### config.mk
export PLATFORM = sky130hd
export DESIGN_NAME = irc_line_tokenizer
export DESIGN_NICKNAME = d
export VERILOG_FILES = /design/src/rtl/irclt_pkg.sv /design/src/rtl/irclt_front.sv /design/src/rtl/irclt_back.sv /design/src/rtl/irc_line_tokenizer.sv
export VERILOG_INCLUDE_DIRS = /design/src /design/src/rtl
export SDC_FILE = /design/constraint.sdc
export NUM_CORES = 1
export LEC_CHECK = 0
export ABC_AREA = 1
export BUFFER_PORTS_ARGS = -buffer_cell sky130_fd_sc_hd__buf_2
export CORE_MARGIN = 2
export CORE_UTILIZATION = 51
export CTS_CLUSTER_SIZE = 40
export DETAILED_ROUTE_END_ITERATION = 16
export PLACE_DENSITY = 0.7
export SLEW_MARGIN = 20
export SYNTH_ARGS = -nofsm -noshare
export SYNTH_HDL_FRONTEND = slang
export SYNTH_SLANG_ARGS = --single-unit
### constraint.sdc
create_clock -name clk -period 4.7 [get_ports clk]
set_input_delay 0.47 -clock clk [delete_from_list [all_inputs] [get_ports clk]]
set_output_delay 0.47 -clock clk [all_outputs]
set_load 0.05 [all_outputs]
### src/rtl/assert_macros.svh
// ----------------------------------------------------------------------------
// assert_macros.svh
// Concurrent assertion helpers, clocked on clk and disabled in reset.
// ----------------------------------------------------------------------------
`ifndef ASSERT_MACROS_SVH
`define ASSERT_MACROS_SVH

// property must hold at every edge outside reset
`define ASSERT_IMPL(label, prop, msg) \
  label: assert property (@(posedge clk) disable iff (rst) prop) else $error(msg);

// expression must never be true outside reset
`define ASSERT_NEVER(label, expr, msg) \
  label: assert property (@(posedge clk) disable iff (rst) !(expr)) else $error(msg);

`endif

### src/rtl/irclt_pkg.sv
// ----------------------------------------------------------------------------
// irclt_pkg
// Types and constants shared by the IRC line tokenizer modules.
// ----------------------------------------------------------------------------
package irclt_pkg;

  typedef struct packed {
    logic [7:0] line_byte;
    logic       end_of_line;
  } in_item_t;

  typedef struct packed {
    logic [1:0] field_kind;
    logic [7:0] out_byte;
    logic [3:0] param_slot;
    logic       run_last;
    logic       prefix_valid;
    logic       command_present;
    logic [3:0] param_total;
    logic       overflow_flag;
  } out_item_t;

  // classified byte as held in the front queue
  typedef struct packed {
    logic [7:0] data;
    logic       eol;
    logic       crlf;
    logic       is_lf;
  } q_entry_t;

  typedef struct packed {
    logic     valid;
    q_entry_t entry;
  } head_t;

  localparam int QUEUE_DEPTH = 2;
  localparam int QIDX_W      = 1;
  localparam int QCNT_W      = 2;

  localparam logic [1:0] KIND_PREFIX  = 2'd0;
  localparam logic [1:0] KIND_COMMAND = 2'd1;
  localparam logic [1:0] KIND_PARAM   = 2'd2;
  localparam logic [1:0] KIND_SUMMARY = 2'd3;

  localparam logic [7:0] CH_COLON   = 8'h3A;
  localparam logic [7:0] CH_SPACE   = 8'h20;
  localparam logic [7:0] CH_CR      = 8'h0D;
  localparam logic [7:0] CH_LF      = 8'h0A;
  localparam logic [7:0] CH_LOWER_A = 8'h61;
  localparam logic [7:0] CH_LOWER_Z = 8'h7A;
  localparam logic [7:0] CASE_DIFF  = 8'h20;

  typedef enum logic [7:0] {
    M_START        = 8'b0000_0001,
    M_PREFIX       = 8'b0000_0010,
    M_AFTER_PREFIX = 8'b0000_0100,
    M_COMMAND      = 8'b0000_1000,
    M_SEP          = 8'b0001_0000,
    M_PARAM        = 8'b0010_0000,
    M_TRAIL        = 8'b0100_0000,
    M_DROP         = 8'b1000_0000
  } mode_t;

  typedef enum logic [1:0] {
    ST_FEED    = 2'b01,
    ST_SUMMARY = 2'b10
  } back_st_t;

  function automatic logic [7:0] upcase(input logic [7:0] c);
    if (c inside {[CH_LOWER_A:CH_LOWER_Z]}) begin
      return c - CASE_DIFF;
    end
    return c;
  endfunction

endpackage

### src/rtl/irclt_front.sv
// ----------------------------------------------------------------------------
// irclt_front
// Accepts line bytes, marks CR/LF and end of line, and queues them.
// ----------------------------------------------------------------------------
`include "assert_macros.svh"

module irclt_front (
  input  logic               clk,
  input  logic               rst,
  input  irclt_pkg::in_item_t item,
  input  logic               item_valid,
  output logic               item_stall,
  output irclt_pkg::head_t   head,
  input  logic               pop
);
  import irclt_pkg::*;

  q_entry_t          q [QUEUE_DEPTH];
  q_entry_t          entry_in;
  logic [QIDX_W-1:0] wr_ptr;
  logic [QIDX_W-1:0] rd_ptr;
  logic [QCNT_W-1:0] count;
  logic              push;

  assign item_stall = (count == QCNT_W'(QUEUE_DEPTH));
  assign push       = item_valid && !item_stall;

  always_comb begin
    entry_in.data  = item.line_byte;
    entry_in.eol   = item.end_of_line;
    entry_in.is_lf = (item.line_byte == CH_LF);
    entry_in.crlf  = (item.line_byte == CH_LF) || (item.line_byte == CH_CR);
  end

  always_ff @(posedge clk) begin
    if (rst) begin
      wr_ptr <= '0;
      rd_ptr <= '0;
      count  <= '0;
    end else begin
      if (push) begin
        wr_ptr <= wr_ptr + 1'b1;
      end
      if (pop) begin
        rd_ptr <= rd_ptr + 1'b1;
      end
      case ({push, pop})
        2'b10:   count <= count + 1'b1;
        2'b01:   count <= count - 1'b1;
        default: count <= count;
      endcase
    end
  end

  always_ff @(posedge clk) begin
    if (push) begin
      q[wr_ptr] <= entry_in;
    end
  end

  assign head.valid = (count != '0);
  assign head.entry = q[rd_ptr];

  `ASSERT_NEVER(a_queue_bound, count > QCNT_W'(QUEUE_DEPTH), "queue count past depth")
  `ASSERT_IMPL(a_pop_nonempty, pop |-> count != '0, "pop from empty queue")

endmodule

### src/rtl/irclt_back.sv
// ----------------------------------------------------------------------------
// irclt_back
// Parser, CR/LF hold store and result register. One parser step per cycle unless stalled.
// ----------------------------------------------------------------------------
`include "assert_macros.svh"

module irclt_back #(
  parameter int HOLD_DEPTH = 8,
  parameter int MAX_PARAMS = 15
) (
  input  logic                clk,
  input  logic                rst,
  input  irclt_pkg::head_t    head,
  output logic                pop,
  output irclt_pkg::out_item_t result,
  output logic                result_valid,
  input  logic                result_stall
);
  import irclt_pkg::*;

  localparam int HCNT_W = $clog2(HOLD_DEPTH + 1);
  localparam int PCNT_W = $clog2(MAX_PARAMS + 1);

  back_st_t              st, st_next;
  mode_t                 mode, mode_next;
  logic [PCNT_W-1:0]     param_count, param_count_next;
  logic [HCNT_W-1:0]     hold_count, hold_count_next;
  logic [HOLD_DEPTH-1:0] held_lf, held_lf_next;
  logic                  prefix_done, prefix_done_next;
  logic                  command_seen, command_seen_next;
  logic                  overflow_seen, overflow_seen_next;

  logic                  step;
  logic                  emit;
  out_item_t             emit_item;
  out_item_t             sum_item;

  // single parser step on feed_char
  logic [7:0]            feed_char;
  mode_t                 fd_mode;
  logic [PCNT_W-1:0]     fd_pc;
  logic                  fd_prefix, fd_cmd, fd_ovf, fd_emit;
  out_item_t             fd_item;

  assign step      = head.valid && (!result_valid || !result_stall);
  assign feed_char = (hold_count != '0) ? (held_lf[0] ? CH_LF : CH_CR) : head.entry.data;

  always_comb begin
    fd_mode   = mode;
    fd_pc     = param_count;
    fd_prefix = prefix_done;
    fd_cmd    = command_seen;
    fd_ovf    = overflow_seen;
    fd_emit   = 1'b0;
    fd_item   = '0;
    case (mode)
      M_START: begin
        fd_cmd = 1'b1;
        if (feed_char == CH_COLON) begin
          fd_cmd  = 1'b0;
          fd_mode = M_PREFIX;
        end else if (feed_char == CH_SPACE) begin
          fd_mode = M_SEP;
        end else begin
          fd_mode             = M_COMMAND;
          fd_emit             = 1'b1;
          fd_item.field_kind  = KIND_COMMAND;
          fd_item.out_byte    = upcase(feed_char);
        end
      end
      M_PREFIX: begin
        if (feed_char == CH_SPACE) begin
          fd_prefix = 1'b1;
          fd_mode   = M_AFTER_PREFIX;
        end else begin
          fd_emit            = 1'b1;
          fd_item.field_kind = KIND_PREFIX;
          fd_item.out_byte   = feed_char;
        end
      end
      M_AFTER_PREFIX: begin
        if (feed_char != CH_SPACE) begin
          fd_cmd             = 1'b1;
          fd_mode            = M_COMMAND;
          fd_emit            = 1'b1;
          fd_item.field_kind = KIND_COMMAND;
          fd_item.out_byte   = upcase(feed_char);
        end
      end
      M_COMMAND: begin
        if (feed_char == CH_SPACE) begin
          fd_mode = M_SEP;
        end else begin
          fd_emit            = 1'b1;
          fd_item.field_kind = KIND_COMMAND;
          fd_item.out_byte   = upcase(feed_char);
        end
      end
      M_SEP: begin
        if (feed_char != CH_SPACE) begin
          if (param_count >= PCNT_W'(MAX_PARAMS)) begin
            fd_ovf  = 1'b1;
            fd_mode = M_DROP;
          end else begin
            fd_pc = param_count + 1'b1;
            if (feed_char == CH_COLON) begin
              fd_mode = M_TRAIL;
            end else begin
              fd_mode            = M_PARAM;
              fd_emit            = 1'b1;
              fd_item.field_kind = KIND_PARAM;
              fd_item.out_byte   = feed_char;
              fd_item.param_slot = 4'(param_count);
            end
          end
        end
      end
      M_PARAM: begin
        if (feed_char == CH_SPACE) begin
          fd_mode = M_SEP;
        end else begin
          fd_emit            = 1'b1;
          fd_item.field_kind = KIND_PARAM;
          fd_item.out_byte   = feed_char;
          fd_item.param_slot = 4'(param_count - 1'b1);
        end
      end
      M_TRAIL: begin
        fd_emit            = 1'b1;
        fd_item.field_kind = KIND_PARAM;
        fd_item.out_byte   = feed_char;
        fd_item.param_slot = 4'(param_count - 1'b1);
      end
      default: begin
        fd_mode = mode;
      end
    endcase
  end

  // an unterminated prefix voids the prefix, command and parameter count of the summary
  always_comb begin
    sum_item                 = '0;
    sum_item.field_kind      = KIND_SUMMARY;
    sum_item.run_last        = 1'b1;
    sum_item.prefix_valid    = prefix_done && (mode != M_PREFIX);
    sum_item.command_present = command_seen && (mode != M_PREFIX);
    sum_item.param_total     = (mode == M_PREFIX) ? 4'd0 : 4'(param_count);
    sum_item.overflow_flag   = overflow_seen;
  end

  always_comb begin
    st_next            = st;
    mode_next          = mode;
    param_count_next   = param_count;
    hold_count_next    = hold_count;
    held_lf_next       = held_lf;
    prefix_done_next   = prefix_done;
    command_seen_next  = command_seen;
    overflow_seen_next = overflow_seen;
    pop                = 1'b0;
    emit               = 1'b0;
    emit_item          = fd_item;
    if (step) begin
      case (st)
        ST_FEED: begin
          if (head.entry.crlf && !head.entry.eol) begin
            pop = 1'b1;
            if (hold_count < HCNT_W'(HOLD_DEPTH)) begin
              for (int i = 0; i < HOLD_DEPTH; i++) begin
                if (hold_count == HCNT_W'(i)) begin
                  held_lf_next[i] = head.entry.is_lf;
                end
              end
              hold_count_next = hold_count + 1'b1;
            end else begin
              overflow_seen_next = 1'b1;
            end
          end else if (head.entry.crlf) begin
            // CR/LF on the last byte: held bytes are discarded
            pop                = 1'b1;
            emit               = 1'b1;
            emit_item          = sum_item;
            mode_next          = M_START;
            param_count_next   = '0;
            hold_count_next    = '0;
            prefix_done_next   = 1'b0;
            command_seen_next  = 1'b0;
            overflow_seen_next = 1'b0;
          end else begin
            mode_next          = fd_mode;
            param_count_next   = fd_pc;
            prefix_done_next   = fd_prefix;
            command_seen_next  = fd_cmd;
            overflow_seen_next = fd_ovf;
            emit               = fd_emit;
            if (hold_count != '0) begin
              hold_count_next = hold_count - 1'b1;
              held_lf_next    = held_lf >> 1;
            end else if (head.entry.eol) begin
              st_next = ST_SUMMARY;
            end else begin
              pop = 1'b1;
            end
          end
        end
        ST_SUMMARY: begin
          pop                = 1'b1;
          emit               = 1'b1;
          emit_item          = sum_item;
          st_next            = ST_FEED;
          mode_next          = M_START;
          param_count_next   = '0;
          hold_count_next    = '0;
          prefix_done_next   = 1'b0;
          command_seen_next  = 1'b0;
          overflow_seen_next = 1'b0;
        end
        default: begin
          st_next = ST_FEED;
        end
      endcase
    end
  end

  always_ff @(posedge clk) begin
    if (rst) begin
      st            <= ST_FEED;
      mode          <= M_START;
      param_count   <= '0;
      hold_count    <= '0;
      prefix_done   <= 1'b0;
      command_seen  <= 1'b0;
      overflow_seen <= 1'b0;
      result_valid  <= 1'b0;
    end else begin
      st            <= st_next;
      mode          <= mode_next;
      param_count   <= param_count_next;
      hold_count    <= hold_count_next;
      prefix_done   <= prefix_done_next;
      command_seen  <= command_seen_next;
      overflow_seen <= overflow_seen_next;
      if (step && emit) begin
        result_valid <= 1'b1;
      end else if (!result_stall) begin
        result_valid <= 1'b0;
      end
    end
  end

  always_ff @(posedge clk) begin
    held_lf <= held_lf_next;
    if (step && emit) begin
      result <= emit_item;
    end
  end

  `ASSERT_NEVER(a_hold_bound, hold_count > HCNT_W'(HOLD_DEPTH), "hold count past depth")
  `ASSERT_IMPL(a_sum_head, st == ST_SUMMARY |-> head.valid && head.entry.eol && !head.entry.crlf, "summary state without closing byte")
  `ASSERT_IMPL(a_sum_clear, step && st == ST_SUMMARY |=> hold_count == '0 && mode == M_START && param_count == '0, "line state not cleared after summary")

endmodule

### src/rtl/irc_line_tokenizer.sv
// ----------------------------------------------------------------------------
// irc_line_tokenizer
// Streaming IRC line tokenizer: tags prefix, command and parameter bytes and
// closes each line with a summary transfer.
// ----------------------------------------------------------------------------
//   channel   dir   payload      handshake
//   item      in    in_item_t    item_valid / item_stall
//   result    out   out_item_t   result_valid / result_stall
//
// A parser step takes one byte: a mid-line CR/LF enters the hold store, held
// CR/LFs are released one per step before the next ordinary byte, and a
// summary step follows the final byte. The parser makes one step and at most
// one result transfer per cycle when not stalled, behind a two-entry queue.
// Reset clears all control state at once; the hold store has no reset.
// result_stall holds the parser; item_stall rises when the queue is full.

module irc_line_tokenizer #(
  parameter int HOLD_DEPTH = 8,
  parameter int MAX_PARAMS = 15
) (
  input  logic                 clk,
  input  logic                 rst,
  input  irclt_pkg::in_item_t  item,
  input  logic                 item_valid,
  output logic                 item_stall,
  output irclt_pkg::out_item_t result,
  output logic                 result_valid,
  input  logic                 result_stall
);
  import irclt_pkg::*;

  head_t head;
  logic  pop;

  irclt_front u_front (
    .clk        (clk),
    .rst        (rst),
    .item       (item),
    .item_valid (item_valid),
    .item_stall (item_stall),
    .head       (head),
    .pop        (pop)
  );

  irclt_back #(
    .HOLD_DEPTH (HOLD_DEPTH),
    .MAX_PARAMS (MAX_PARAMS)
  ) u_back (
    .clk          (clk),
    .rst          (rst),
    .head         (head),
    .pop          (pop),
    .result       (result),
    .result_valid (result_valid),
    .result_stall (result_stall)
  );

endmodule
==> flow_summary.toml <==
[final_layout]
utilization_pct = 58.1
drive_above_1_share_pct = 16.2
fin_nets = 581
area_growth_syn_to_layout_pct = 10.9
n_antenna_cell = 0

[power]
clockPowerShare_pct = 12.8
combPwrFrac_pct = 55.5
p_sw_share_pct = 50.6
total_power_w = 0.00364
seqPwrFrac_pct = 31.7
p_leak_nw = 2.21
p_switching_w = 0.00184
power_density_mw_per_mm2 = 767
ir_drop_mv = 0.357
p_int_w = 0.00180

[sta]
fin_ws_ns = 1.52
finalSetupTns_ns = 0
rsz0062_at_grt = "false"
finalMaxSlewViolations = 0
maxSlewHeadroom_pct = 38.3
whs_ns = 0.306
fin_crit_sh_pct = 67.6
finalSetupViolations = 0
fmax_mhz = 315
fin_skew_ns = 0.0141
tightest_slew_ns = 0.921
finalCriticalPeriod_ns = 3.18
hold_viol = 0

[route]
drtIter0Drc = 174
drc = 0
first_pass_iters = 5
drt-total-wl_um = 9220
via_per_inst = 5.25
wire_per_inst_um = 13.8
dr_total_vias = 3498
ant_nets = 0

[synthesis]
synth_top_area_share_pct = 36.4
yosysMostFrequentCell = "nand2_1"
ys_warn_count = 0
syn_area_per_cell_um2 = 8.33
async_reset_ff_share_pct = 0
ys_top_cells_by_area = "edfxtp_1 (36%), dfxtp_1 (13%), nand2_1 (10%)"
synth_seq_cells = 79
yosys.cell_types.count = 41
synth-main-ff-cell = "edfxtp_1"
syn_inst = 514
synth_edf_count = 52
yosysTopAreaCell = "edfxtp_1"
yosysSeqAreaShare_pct = 49.1
synth_commonest_cells = "nand2_1 (116), nor2_1 (70), inv_1 (64)"
synthesis.area_mm2 = 0.00428
syn_nets = 539

[flow_run]
maxCapViolCount = 0

[global_route]
grt.overflow.total = 0
grt_first_pass_wirelength_um = 15200
grt_pass1_vias = 3242
use_met1_pct = 27.8
gr-usage-met2_pct = 35.5
grt_max_degree = 23
met3_usage_pct = 4.51
grt_antenna_before_repair = 0
grt_usage_pct = 21.8
grt_busiest_layer = "met2"

[placement]
dp_slack_ns = 1.50
hpwl_um = 6830
gp_congestion = 0.961
port_buffers = 36

[clock_network]
clk_pin_slew_worst_paths_ns = 0.09
clock_sinks = 79
cts_root_buffer = "clkbuf_8"
cts-buffers-inserted = 9
cts-resized-gates = 0
clock_path_buffers = 2
htreeDepth = 3
post_cts_buffers = 0
worstSkewPairLatency_ns = 0.36
holdBufCountCts = 0
cts_tree = "yes"

[critical_path]
crit_path_end_kind = "flip-flop"
crit_slowest_cell = "inv_1"
cp_cell_sequence = "inv_1, ha_1, inv_1, nor2_8, nand2_1, ha_1, nand3_2, inv_1, nand2_4, nand3_1, nand2_1, nand2_1, nand2_1, nand2_1, inv_1"
start_kind = "flip-flop"
cp.required_ns = 4.68
path_class = "reg -> reg"
cp_data_arrival_time_ns = 3.16
max_stage_delay_ns = 0.62
crit_path_max_fanout = 22
critPathMostFrequentCell = "nand2_1"

[die]
coreArea_mm2 = 0.00818
initial_utilization_pct = 52.4
fp.dieW_um = 95.7
dieArea_mm2 = 0.00915
num_rows = 33
die_h_um = 95.7
io-pin-count = 37

[outcome]
status = "completed"

[worst_hold_path]
hp-class = "in -> reg"
## metrics by stage
stage | cells | cell area, µm²
floorplan | 514 | 4280
CTS | 666 | 4750
finish | 666 | 4750
global route | 666 | 4750
detailed placement | 650 | 4570
global placement | 650 | 4570
## metal layers
layer / routed length [µm] / vias up / part of all wire, %
li1: - / 1779 / -
met3: 373 / 20 / 4.0
met5: 0 / - / 0
met1: 4170 / 1611 / 45
met4: 252 / 0 / 2.7
met2: 4420 / 88 / 48
## logic make-up after synthesis
logic type / synth area share (%)
and+or+nand+nor: 28.4
AOI/OAI and AO/OA: 11.0
DFF: 49.1
buffers and inverters: 6.75
adders and majority gates: 3.50
xor gates and xnor gates: 1.23
## state kept, by name, summed over array words and instances, names as in the netlist, named ones only
signal,cells
u_back.command_seen,1
u_back.result,22
u_back.param_count,4
u_back.held_lf,8
u_back.hold_count,4
u_front.rd_ptr,1
u_front.count,2
u_back.prefix_done,1
u_back.result_valid,1
u_back.mode,8
u_front.wr_ptr,1
u_back.overflow_seen,1
u_back.st,2
u_front.q,22
## final timing paths
path	start	cells past startpoint	slack, ns	to
worst max-delay path	u_back.hold_count[0]	15	1.52	u_back.result[4]
worst min-delay path	item[0]	1	0.31	u_front.q[0][2]
worst max register to register	u_back.hold_count[0]	15	1.52	u_back.result[4]
worst min register to register	u_front.rd_ptr	1	0.46	u_front.rd_ptr
## critical path: cells and delay by family (launching register included)
family | cells | cell delay (ns)
fa+ha+maj | 2 | 0.48
buf+inv | 4 | 0.99
flops | 1 | 0.34
simple gates | 9 | 0.97
## cells in the final DEF, fill, tap and decap left out, types with 4 or more instances in the layout
cell type  netlist  routed
nand2_1        116     116
nor2_1          70      70
inv_1           64      64
edfxtp_1        52      52
buf_2            0      36
a21oi_1         34      34
dfxtp_1         27      27
o21ai_0         25      25
nand3_1         24      24
ha_1            12      12
nor3_1          11      11
nand2_2         10      10
clkbuf_8         0       9
inv_2            7       7
nand2_4          6       6
nand4_1          4       4
o21ai_1          4       4
xor2_1           4       4
## area by class of cell
class                      count  area [µm²]
timing repair buffer          36         180
fill                         741        3420
multi-input combinational    359        1890
clock buffer                   9         124
inverter                      71         267
clock inverter                 7        55.1
sequential                    79        2100
tap                          105         131
## power groups by stage
stage	Clock [W]	Sequential, W	Combinational, W
floorplan	0	0.00147	0.00129
global placement	0	0.00116	0.00199
detailed placement	0	0.00117	0.00202
CTS	0.000480	0.00116	0.00202
global route	0.000505	0.00118	0.00226
finish	0.000466	0.00116	0.00202
Note: power is estimated with default switching activity, not from simulation.
